<file path="src/rtl/cbtt_pkg.sv">
`default_nettype none
// ----------------------------------------------------------------------------
// cbtt_pkg
// shared types, sizes and helpers of the complete binary tree table
// ----------------------------------------------------------------------------
package cbtt_pkg;

    localparam int CAPACITY = 64;
    localparam int CNT_W    = 7;
    localparam int IDX_W    = (CAPACITY > 1) ? $clog2(CAPACITY) : 1;
    localparam int KEY_W    = 32;
    localparam int OP_W     = 3;
    localparam int HGT_W    = 4;
    localparam int IN_W     = 40;
    localparam int OUT_W    = 48;

    typedef enum logic [OP_W-1:0] {
        OP_INSERT = 3'd0,
        OP_DELETE = 3'd1,
        OP_SEARCH = 3'd2,
        OP_IN     = 3'd3,
        OP_PRE    = 3'd4,
        OP_POST   = 3'd5,
        OP_LEVEL  = 3'd6
    } opcode_t;

    typedef enum logic [2:0] {
        ST_IDLE,
        ST_SCAN,
        ST_LEVEL,
        ST_WALK,
        ST_REPLY
    } state_t;

    // where the walker stands at a node
    typedef enum logic [1:0] {
        PH_ENTER,
        PH_LEFT_DONE,
        PH_RIGHT_DONE
    } phase_t;

    // floor(log2(n)), all ones when n is zero
    function automatic logic [HGT_W-1:0] height_code(input logic [CNT_W-1:0] n);
        logic [HGT_W-1:0] h;
        h = '1;
        for (int i = 0; i < CNT_W; i++)
        begin
            if (n[i])
            begin
                h = HGT_W'(i);
            end
        end
        return h;
    endfunction

endpackage
`default_nettype wire

</file>
<file path="src/rtl/complete_binary_tree_table_top.sv">
`default_nettype none
// ----------------------------------------------------------------------------
// complete_binary_tree_table_top
// level-order complete binary tree of signed values with insert, delete,
// search and four traversals, run by a small sequencer over one slot memory
// ----------------------------------------------------------------------------
// One item at a time: s_tready is high only while the sequencer is idle. Insert
// and any reply-only request pass through the reply state only. Search and delete read one slot
// per cycle through the single memory read port; the delete move is done in the
// last scan cycle. Level order streams one entry per cycle while the output is
// not stalled. Inorder, preorder and postorder run a stackless walker that takes
// one tree step per cycle, at most three steps per node; output stalls hold the
// steps that emit, and the result register lets the next step run while a beat
// waits. The slot memory needs no clearing after reset.
module complete_binary_tree_table_top
    import cbtt_pkg::*;
(
    input  wire logic             clk,
    input  wire logic             rst_n,
    input  wire logic             s_tvalid,
    output logic                  s_tready,
    // opcode[2:0], key_value[34:3], zero pad[39:35]
    input  wire logic [IN_W-1:0]  s_tdata,
    output logic                  m_tvalid,
    input  wire logic             m_tready,
    // element[31:0], found[32], full_res[33], empty_res[34], height_now[38:35],
    // count_now[45:39], zero pad[47:46]
    output logic [OUT_W-1:0]      m_tdata,
    output logic                  m_tlast
);

    state_t               state_reg, state_next;
    phase_t               phase_reg, phase_next;
    opcode_t              op_reg, op_next;
    logic [CNT_W-1:0]     cnt_reg, cnt_next;
    logic [CNT_W-1:0]     node_reg, node_next;
    logic [CNT_W-1:0]     emit_cnt_reg, emit_cnt_next;
    logic                 hit_reg, hit_next;
    logic [IDX_W-1:0]     target_reg, target_next;
    logic [KEY_W-1:0]     key_reg, key_next;
    logic                 rep_found_reg, rep_found_next;
    logic                 rep_full_reg, rep_full_next;
    logic                 rep_empty_reg, rep_empty_next;

    logic                 out_valid_reg;
    logic [KEY_W-1:0]     out_elem_reg;
    logic                 out_found_reg, out_full_reg, out_empty_reg, out_last_reg;
    logic [HGT_W-1:0]     out_height_reg;
    logic [CNT_W-1:0]     out_count_reg;

    logic [KEY_W-1:0]     mem [CAPACITY];
    logic [KEY_W-1:0]     rd_data_reg;
    logic [IDX_W-1:0]     rd_addr;
    logic [CNT_W-1:0]     node_m1;
    logic                 mem_we;
    logic [IDX_W-1:0]     mem_waddr;
    logic [KEY_W-1:0]     mem_wdata;

    logic                 emit;
    logic [KEY_W-1:0]     e_elem;
    logic                 e_found, e_full, e_empty, e_last;

    logic                 out_free;
    logic                 in_fire;
    opcode_t              op_in;
    logic [KEY_W-1:0]     key_in;
    logic                 scan_match, scan_done, scan_hit;
    logic [IDX_W-1:0]     scan_target;
    logic [IDX_W-1:0]     node_idx;
    logic                 walk_emit, walk_ok, walk_last, level_last;
    logic [CNT_W+1:0]     child_l, child_r, cnt_wide;

    function automatic logic [IDX_W-1:0] node_m1_cur(input logic [CNT_W-1:0] n);
        logic [CNT_W-1:0] d;
        d = n - CNT_W'(1);
        return d[IDX_W-1:0];
    endfunction

    assign s_tready = (state_reg == ST_IDLE);
    assign in_fire  = s_tvalid && s_tready;
    assign op_in    = opcode_t'(s_tdata[OP_W-1:0]);
    assign key_in   = s_tdata[OP_W+KEY_W-1:OP_W];
    assign out_free = !out_valid_reg || m_tready;

    assign node_idx    = node_m1_cur(node_reg);
    assign scan_match  = (rd_data_reg == key_reg);
    assign scan_done   = (node_reg == cnt_reg);
    assign scan_hit    = hit_reg || scan_match;
    assign scan_target = scan_match ? node_idx : target_reg;

    assign child_l  = {1'b0, node_reg, 1'b0};
    assign child_r  = {1'b0, node_reg, 1'b1};
    assign cnt_wide = {2'b00, cnt_reg};

    assign walk_emit  = ((phase_reg == PH_ENTER)      && (op_reg == OP_PRE))
                     || ((phase_reg == PH_LEFT_DONE)  && (op_reg == OP_IN))
                     || ((phase_reg == PH_RIGHT_DONE) && (op_reg == OP_POST));
    assign walk_ok    = !walk_emit || out_free;
    assign walk_last  = ((emit_cnt_reg + CNT_W'(1)) == cnt_reg);
    assign level_last = (node_reg == cnt_reg);

    // the memory is addressed from the next node, so its data is ready on arrival
    assign node_m1 = node_next - CNT_W'(1);
    assign rd_addr = node_m1[IDX_W-1:0];

    // next state
    always_comb
    begin
        state_next = state_reg;
        case (state_reg)
            ST_IDLE:
            begin
                if (in_fire)
                begin
                    case (op_in)
                        OP_DELETE, OP_SEARCH:
                            state_next = (cnt_reg == '0) ? ST_REPLY : ST_SCAN;
                        OP_IN, OP_PRE, OP_POST:
                            state_next = (cnt_reg == '0) ? ST_REPLY : ST_WALK;
                        OP_LEVEL:
                            state_next = (cnt_reg == '0) ? ST_REPLY : ST_LEVEL;
                        default:
                            state_next = ST_REPLY;
                    endcase
                end
            end
            ST_SCAN:
            begin
                if (scan_done)
                begin
                    state_next = ST_REPLY;
                end
            end
            ST_LEVEL:
            begin
                if (out_free && level_last)
                begin
                    state_next = ST_IDLE;
                end
            end
            ST_WALK:
            begin
                if (walk_ok)
                begin
                    if (walk_emit && walk_last)
                    begin
                        state_next = ST_IDLE;
                    end
                    else if ((phase_reg == PH_RIGHT_DONE) && (node_reg == CNT_W'(1)))
                    begin
                        state_next = ST_IDLE;
                    end
                end
            end
            ST_REPLY:
            begin
                if (out_free)
                begin
                    state_next = ST_IDLE;
                end
            end
            default:
                state_next = ST_IDLE;
        endcase
    end

    // datapath and outputs
    always_comb
    begin
        phase_next     = phase_reg;
        op_next        = op_reg;
        cnt_next       = cnt_reg;
        node_next      = node_reg;
        emit_cnt_next  = emit_cnt_reg;
        hit_next       = hit_reg;
        target_next    = target_reg;
        key_next       = key_reg;
        rep_found_next = rep_found_reg;
        rep_full_next  = rep_full_reg;
        rep_empty_next = rep_empty_reg;
        mem_we         = 1'b0;
        mem_waddr      = cnt_reg[IDX_W-1:0];
        mem_wdata      = key_in;
        emit           = 1'b0;
        e_elem         = '0;
        e_found        = 1'b0;
        e_full         = 1'b0;
        e_empty        = 1'b0;
        e_last         = 1'b1;
        case (state_reg)
            ST_IDLE:
            begin
                if (in_fire)
                begin
                    op_next        = op_in;
                    key_next       = key_in;
                    node_next      = CNT_W'(1);
                    phase_next     = PH_ENTER;
                    emit_cnt_next  = '0;
                    hit_next       = 1'b0;
                    rep_found_next = 1'b0;
                    rep_full_next  = 1'b0;
                    rep_empty_next = 1'b0;
                    case (op_in)
                        OP_INSERT:
                        begin
                            if (cnt_reg >= CNT_W'(CAPACITY))
                            begin
                                rep_full_next = 1'b1;
                            end
                            else
                            begin
                                mem_we   = 1'b1;
                                cnt_next = cnt_reg + CNT_W'(1);
                            end
                        end
                        OP_IN, OP_PRE, OP_POST, OP_LEVEL:
                            rep_empty_next = (cnt_reg == '0);
                        default:
                        begin
                        end
                    endcase
                end
            end
            ST_SCAN:
            begin
                hit_next    = scan_hit;
                target_next = scan_target;
                if (scan_done)
                begin
                    rep_found_next = scan_hit;
                    // read data is the last entry here, move it over the victim
                    if ((op_reg == OP_DELETE) && scan_hit)
                    begin
                        mem_we    = 1'b1;
                        mem_waddr = scan_target;
                        mem_wdata = rd_data_reg;
                        cnt_next  = cnt_reg - CNT_W'(1);
                    end
                end
                else
                begin
                    node_next = node_reg + CNT_W'(1);
                end
            end
            ST_LEVEL:
            begin
                if (out_free)
                begin
                    emit      = 1'b1;
                    e_elem    = rd_data_reg;
                    e_last    = level_last;
                    node_next = node_reg + CNT_W'(1);
                end
            end
            ST_WALK:
            begin
                if (walk_ok)
                begin
                    if (walk_emit)
                    begin
                        emit          = 1'b1;
                        e_elem        = rd_data_reg;
                        e_last        = walk_last;
                        emit_cnt_next = emit_cnt_reg + CNT_W'(1);
                    end
                    case (phase_reg)
                        PH_ENTER:
                        begin
                            if (child_l <= cnt_wide)
                            begin
                                node_next = child_l[CNT_W-1:0];
                            end
                            else
                            begin
                                phase_next = PH_LEFT_DONE;
                            end
                        end
                        PH_LEFT_DONE:
                        begin
                            if (child_r <= cnt_wide)
                            begin
                                node_next  = child_r[CNT_W-1:0];
                                phase_next = PH_ENTER;
                            end
                            else
                            begin
                                phase_next = PH_RIGHT_DONE;
                            end
                        end
                        default:
                        begin
                            // climb: a right child returns into its parent's last phase
                            if (node_reg != CNT_W'(1))
                            begin
                                phase_next = node_reg[0] ? PH_RIGHT_DONE : PH_LEFT_DONE;
                                node_next  = node_reg >> 1;
                            end
                        end
                    endcase
                end
            end
            ST_REPLY:
            begin
                if (out_free)
                begin
                    emit    = 1'b1;
                    e_found = rep_found_reg;
                    e_full  = rep_full_reg;
                    e_empty = rep_empty_reg;
                end
            end
            default:
            begin
            end
        endcase
    end

    always_ff @(posedge clk or negedge rst_n)
    begin
        if (!rst_n)
        begin
            state_reg     <= ST_IDLE;
            phase_reg     <= PH_ENTER;
            op_reg        <= OP_INSERT;
            cnt_reg       <= '0;
            node_reg      <= '0;
            emit_cnt_reg  <= '0;
            hit_reg       <= 1'b0;
            out_valid_reg <= 1'b0;
        end
        else
        begin
            state_reg    <= state_next;
            phase_reg    <= phase_next;
            op_reg       <= op_next;
            cnt_reg      <= cnt_next;
            node_reg     <= node_next;
            emit_cnt_reg <= emit_cnt_next;
            hit_reg      <= hit_next;
            if (emit)
            begin
                out_valid_reg <= 1'b1;
            end
            else if (m_tready)
            begin
                out_valid_reg <= 1'b0;
            end
        end
    end

    always_ff @(posedge clk)
    begin
        target_reg    <= target_next;
        key_reg       <= key_next;
        rep_found_reg <= rep_found_next;
        rep_full_reg  <= rep_full_next;
        rep_empty_reg <= rep_empty_next;
        if (emit)
        begin
            out_elem_reg   <= e_elem;
            out_found_reg  <= e_found;
            out_full_reg   <= e_full;
            out_empty_reg  <= e_empty;
            out_last_reg   <= e_last;
            out_count_reg  <= cnt_reg;
            out_height_reg <= height_code(cnt_reg);
        end
    end

    // slot memory, one write and one registered read per cycle
    always_ff @(posedge clk)
    begin
        if (mem_we)
        begin
            mem[mem_waddr] <= mem_wdata;
        end
        rd_data_reg <= mem[rd_addr];
    end

    assign m_tvalid = out_valid_reg;
    assign m_tlast  = out_last_reg;
    assign m_tdata  = {2'b00, out_count_reg, out_height_reg, out_empty_reg,
                       out_full_reg, out_found_reg, out_elem_reg};

    a_count_bound: assert property (@(posedge clk) disable iff (!rst_n)
        cnt_reg <= CNT_W'(CAPACITY))
        else $error("entry count beyond capacity");

    a_busy_after_accept: assert property (@(posedge clk) disable iff (!rst_n)
        in_fire |=> !s_tready)
        else $error("ready again right after an accepted beat");

    a_insert_grows: assert property (@(posedge clk) disable iff (!rst_n)
        (in_fire && (op_in == OP_INSERT) && (cnt_reg < CNT_W'(CAPACITY)))
        |=> (cnt_reg == $past(cnt_reg) + CNT_W'(1)))
        else $error("insert did not grow the count");

    a_last_ends_item: assert property (@(posedge clk) disable iff (!rst_n)
        (emit && e_last) |=> (state_reg == ST_IDLE))
        else $error("sequencer still busy after the final beat");

endmodule
`default_nettype wire
</file>
<file path="config.mk">
export PLATFORM = sky130hd
export DESIGN_NAME = complete_binary_tree_table_top
export DESIGN_NICKNAME = d
export VERILOG_FILES = /design/src/rtl/cbtt_pkg.sv /design/src/rtl/complete_binary_tree_table_top.sv
export SDC_FILE = /design/constraint.sdc
export NUM_CORES = 2
export LEC_CHECK = 0
export BUFFER_PORTS_ARGS = -buffer_cell sky130_fd_sc_hd__buf_2
export CAP_MARGIN = 0
export CORE_MARGIN = 2
export CORE_UTILIZATION = 40
export DETAILED_ROUTE_END_ITERATION = 10
export PLACE_DENSITY_LB_ADDON = 0.08
export SETUP_SLACK_MARGIN = 0.1
export SYNTH_ARGS = -nofsm -noshare
export SYNTH_HDL_FRONTEND = slang
export SYNTH_SLANG_ARGS = --single-unit
</file>
<file path="constraint.sdc">
create_clock -name clk -period 6.7 [get_ports clk]
set_input_delay 1.34 -clock clk [delete_from_list [all_inputs] [get_ports clk]]
set_output_delay 1.34 -clock clk [all_outputs]
set_load 0.01 [all_outputs]
</file>
==> flow_metrics.py <==
metrics = {
    "clock_network": {
        "cts-root-buf": "clkbuf_16",
        "cts.sinks": 2199,
        "cts_resized": 0,
        "postCtsSetupBuffers": 0,
        "path_clk_slew_ns": 0.06,
        "max-clock-path-buffers": 3,
        "hold_buffers": 0,
        "clock_latency_ns": 0.87,
        "h-tree-depth": 4,
        "numCtsBuffers": 227,
        "cts_tree": "built",
    },
    "critical_path": {
        "startpoint_type": "flip-flop",
        "rr_startpoint": "cnt_reg[5]",
        "cpLargestDelayFamily": "simple AND/OR/NAND/NOR gates",
        "worst-setup-path-type": "reg2reg",
        "reg2reg_depth": 14,
        "r2r_setup_slack_ns": 0.93,
        "slowest_stage": "or3b_2",
        "rr_endpoint": "rd_data_reg[18]",
        "max_stage_delay_ns": 0.69,
        "cp_cell_sequence": "inv_1, ha_1, a21o_1, a211o_1, o21ai_1, and2_1, a311oi_1, or2_1, or3b_2, nand2_8, buf_12, mux2_2, a211oi_1, nor4_2",
        "end_kind": "flip-flop",
        "path_buf_inv": 2,
        "crit_required_ns": 7.41,
        "crit_cells": 14,
        "path_max_fanout": 36,
        "cp.arrival_ns": 6.48,
    },
    "min_path": {
        "hold_depth": 1,
        "hold_end": "hit_reg",
        "hold_start": "hit_reg",
        "hp-class": "reg2reg",
    },
    "timing": {
        "fmax_ghz": 0.173,
        "layout_setup_ws_ns": 0.930,
        "rsz0062_at_grt": "false",
        "finClkSkew_ns": 0.0294,
        "setup_viol": 0,
        "fin_tns_setup_ns": 0,
        "report.final.hold_viol_count": 0,
        "maxSlewHeadroom_pct": 14.7,
        "min_period_over_period_pct": 86.1,
        "final.min_clock_period_ns": 5.77,
        "drv_slew": 0,
        "worstMarginPinSlew_ns": 1.28,
    },
    "synthesis": {
        "yosysSeqAreaShare_pct": 76.3,
        "synth_cell_types": 78,
        "avgSynthCellArea_um2": 21.5,
        "yosysWarnings": 0,
        "synth-seq-cells": 2199,
        "ys.flop_type": "edfxtp_1",
        "synthArstFlopShare_pct": 1.41,
        "syn_inst": 4001,
        "syn-cell-area_um2": 85900,
        "synth_edf_count": 2136,
    },
    "job": {
        "maxCapViolCount": 0,
    },
    "grt": {
        "gr-usage-all-layers_pct": 20.1,
        "grt_pass1_vias": 42000,
        "grt_overflow": 0,
        "grt_start_max_net_pins": 99,
        "antenna_found_initial": 10,
        "grt_pass1_wl_um": 312000,
    },
    "route": {
        "dr.first_iter.drc_count": 3903,
        "wl_met2_um": 105000,
        "wl_um": 218000,
        "post-route-drc-count": 0,
        "vias": 40600,
        "first_pass_iters": 5,
        "wl_per_cell_um": 29.9,
        "dr.max_layer_used": "met4",
        "ant_nets": 0,
        "routed-wl-met3_um": 10600,
        "wl_met1_um": 97700,
        "vias_per_cell": 5.56,
    },
    "floorplan": {
        "ios": 95,
        "die_h_um": 467,
        "die_area_um2": 219000,
        "rows": 170,
        "core-area_um2": 214000,
        "die_x_um": 467,
        "start_util_pct": 40.2,
    },
    "power": {
        "p_sw_w": 0.00549,
        "clockPowerShare_pct": 45.1,
        "power.share.combinational_pct": 0.8,
        "power_frac_seq_pct": 54.0,
        "pwr_density_cell_nw_per_um2": 283,
        "vdd_drop_max_uv": 204,
        "intPower_w": 0.0224,
        "p_leak_nw": 31.8,
        "sw_frac_of_total_pct": 19.7,
    },
    "finish": {
        "n_fill_cell": 18000,
        "largest_reg_flops": 2048,
        "nNetsFinal": 4325,
        "area_delta_synth_final_pct": 14.8,
        "layout_common_cells": "edfxtp_1, mux4_2, clkbuf_16",
        "largest-register": "mem",
        "layout-drive-gt1-share_pct": 29.9,
        "final_common_cell": "edfxtp_1",
    },
    "placed_design": {
        "gp_congestion": 0.788,
        "post-dp-hpwl_um": 127000,
        "portBuffers": 87,
        "post-place-ws_ns": 0.614,
    },
    "run_status": {
        "outcome": "finished, final reports clean",
    },
}
through the flow:
step	area (µm²)	total power (W)	cells	hold slack [ns]	util (%)
2_1_floorplan	85900	0.0155	4002	0.420	-
3_3_place_gp	91200	0.0156	6872	0.494	42.6
3_5_place_dp	91200	0.0156	6872	0.499	42.6
4_1_cts	98600	0.0282	7302	0.509	46.1
5_1_grt	98600	0.0288	7304	0.528	46.1
6_report	98600	0.0279	7307	0.504	46.1
power groups by stage:
stage / Sequential [W] / Combinational [W] / Clock, W
after floorplan: 0.0154 / 0.000105 / 0
after global placement: 0.0154 / 0.000228 / 0
after detailed placement: 0.0154 / 0.000241 / 0
after CTS: 0.0151 / 0.000241 / 0.0129
after global routing: 0.0151 / 0.000264 / 0.0134
final: 0.0151 / 0.000234 / 0.0126
worst reg2reg max path, stage by stage, from the launching register on:
cell and delay (ns):
dfrtp_1 0.58, inv_1 0.19, ha_1 0.35, a21o_1 0.16, a211o_1 0.35, o21ai_1 0.45
and2_1 0.38, a311oi_1 0.18, or2_1 0.41, or3b_2 0.69, nand2_8 0.45, buf_12 0.28
mux2_2 0.41, a211oi_1 0.62, nor4_2 0.13
cell type report:
type                    count  area, µm²  area share (%)
diodes                      5       12.5          0.0127
clock buffers             293       6080            6.17
clock inverters           137       1350            1.36
inverters                  25        110           0.112
multi-input cells        1556      19700            20.0
flip-flops and latches   2199      65600            66.5
well taps                2838       3550            3.60
repair buffers            254       2260            2.30
how the worst max path moves through the flow:
stage,start,endpoint
2_1_floorplan,m_tready,rd_data_reg[23]
3_3_place_gp,m_tready,rd_data_reg[18]
3_5_place_dp,m_tready,rd_data_reg[18]
4_1_cts,cnt_reg[5],rd_data_reg[0]
5_1_grt,rd_data_reg[25],mem[50][22]
6_report,cnt_reg[5],rd_data_reg[18]
metal layers:
metal,vias to the layer above,track usage (%)
met3,286,3.18
li1,17200,-
met2,946,32.2
met5,-,0
met1,22100,28.7
met4,0,5.43
logic make-up (layout without fill, tap and decap cells):
kind of cell	count (synthesis)	in the layout	synth area share [%]
compound gates	229	229	2.03
xor+xnor	66	66	0.681
fa+ha+maj	18	18	0.271
buf+inv	247	709	1.43
flops	2199	2199	76.3
mux	682	682	16.0
other cells	1	7	0.00436
simple gates	559	559	3.32
cells in the mapped netlist, drive strengths merged (3+ instances only):
library cell | n | area share, %
nand3b | 7 | 0.061
o221ai | 4 | 0.061
o21bai | 3 | 0.026
xnor2 | 23 | 0.24
xor2 | 43 | 0.44
dfxtp | 32 | 0.75
or2 | 9 | 0.066
a32o | 65 | 0.76
and3 | 9 | 0.066
mux4 | 544 | 14
and2 | 42 | 0.31
o311ai | 4 | 0.050
ha | 17 | 0.25
nor2 | 130 | 0.57
nand3 | 25 | 0.15
buf | 113 | 0.84
a21o | 4 | 0.035
mux2 | 69 | 0.90
nor4 | 42 | 0.53
nor2b | 4 | 0.029
o21ai | 59 | 0.34
clkbuf | 109 | 0.48
o211ai | 6 | 0.058
nand2 | 214 | 0.95
nand4 | 42 | 0.31
edfxtp | 2136 | 75
or3 | 6 | 0.044
mux2i | 69 | 0.80
dfrtp | 31 | 0.90
nand2b | 5 | 0.039
or3b | 3 | 0.031
o31ai | 6 | 0.052
a211oi | 34 | 0.30
a21oi | 22 | 0.13
inv | 25 | 0.11
a211o | 3 | 0.031
nor3 | 13 | 0.087
Power figures use the tool's default switching activity.
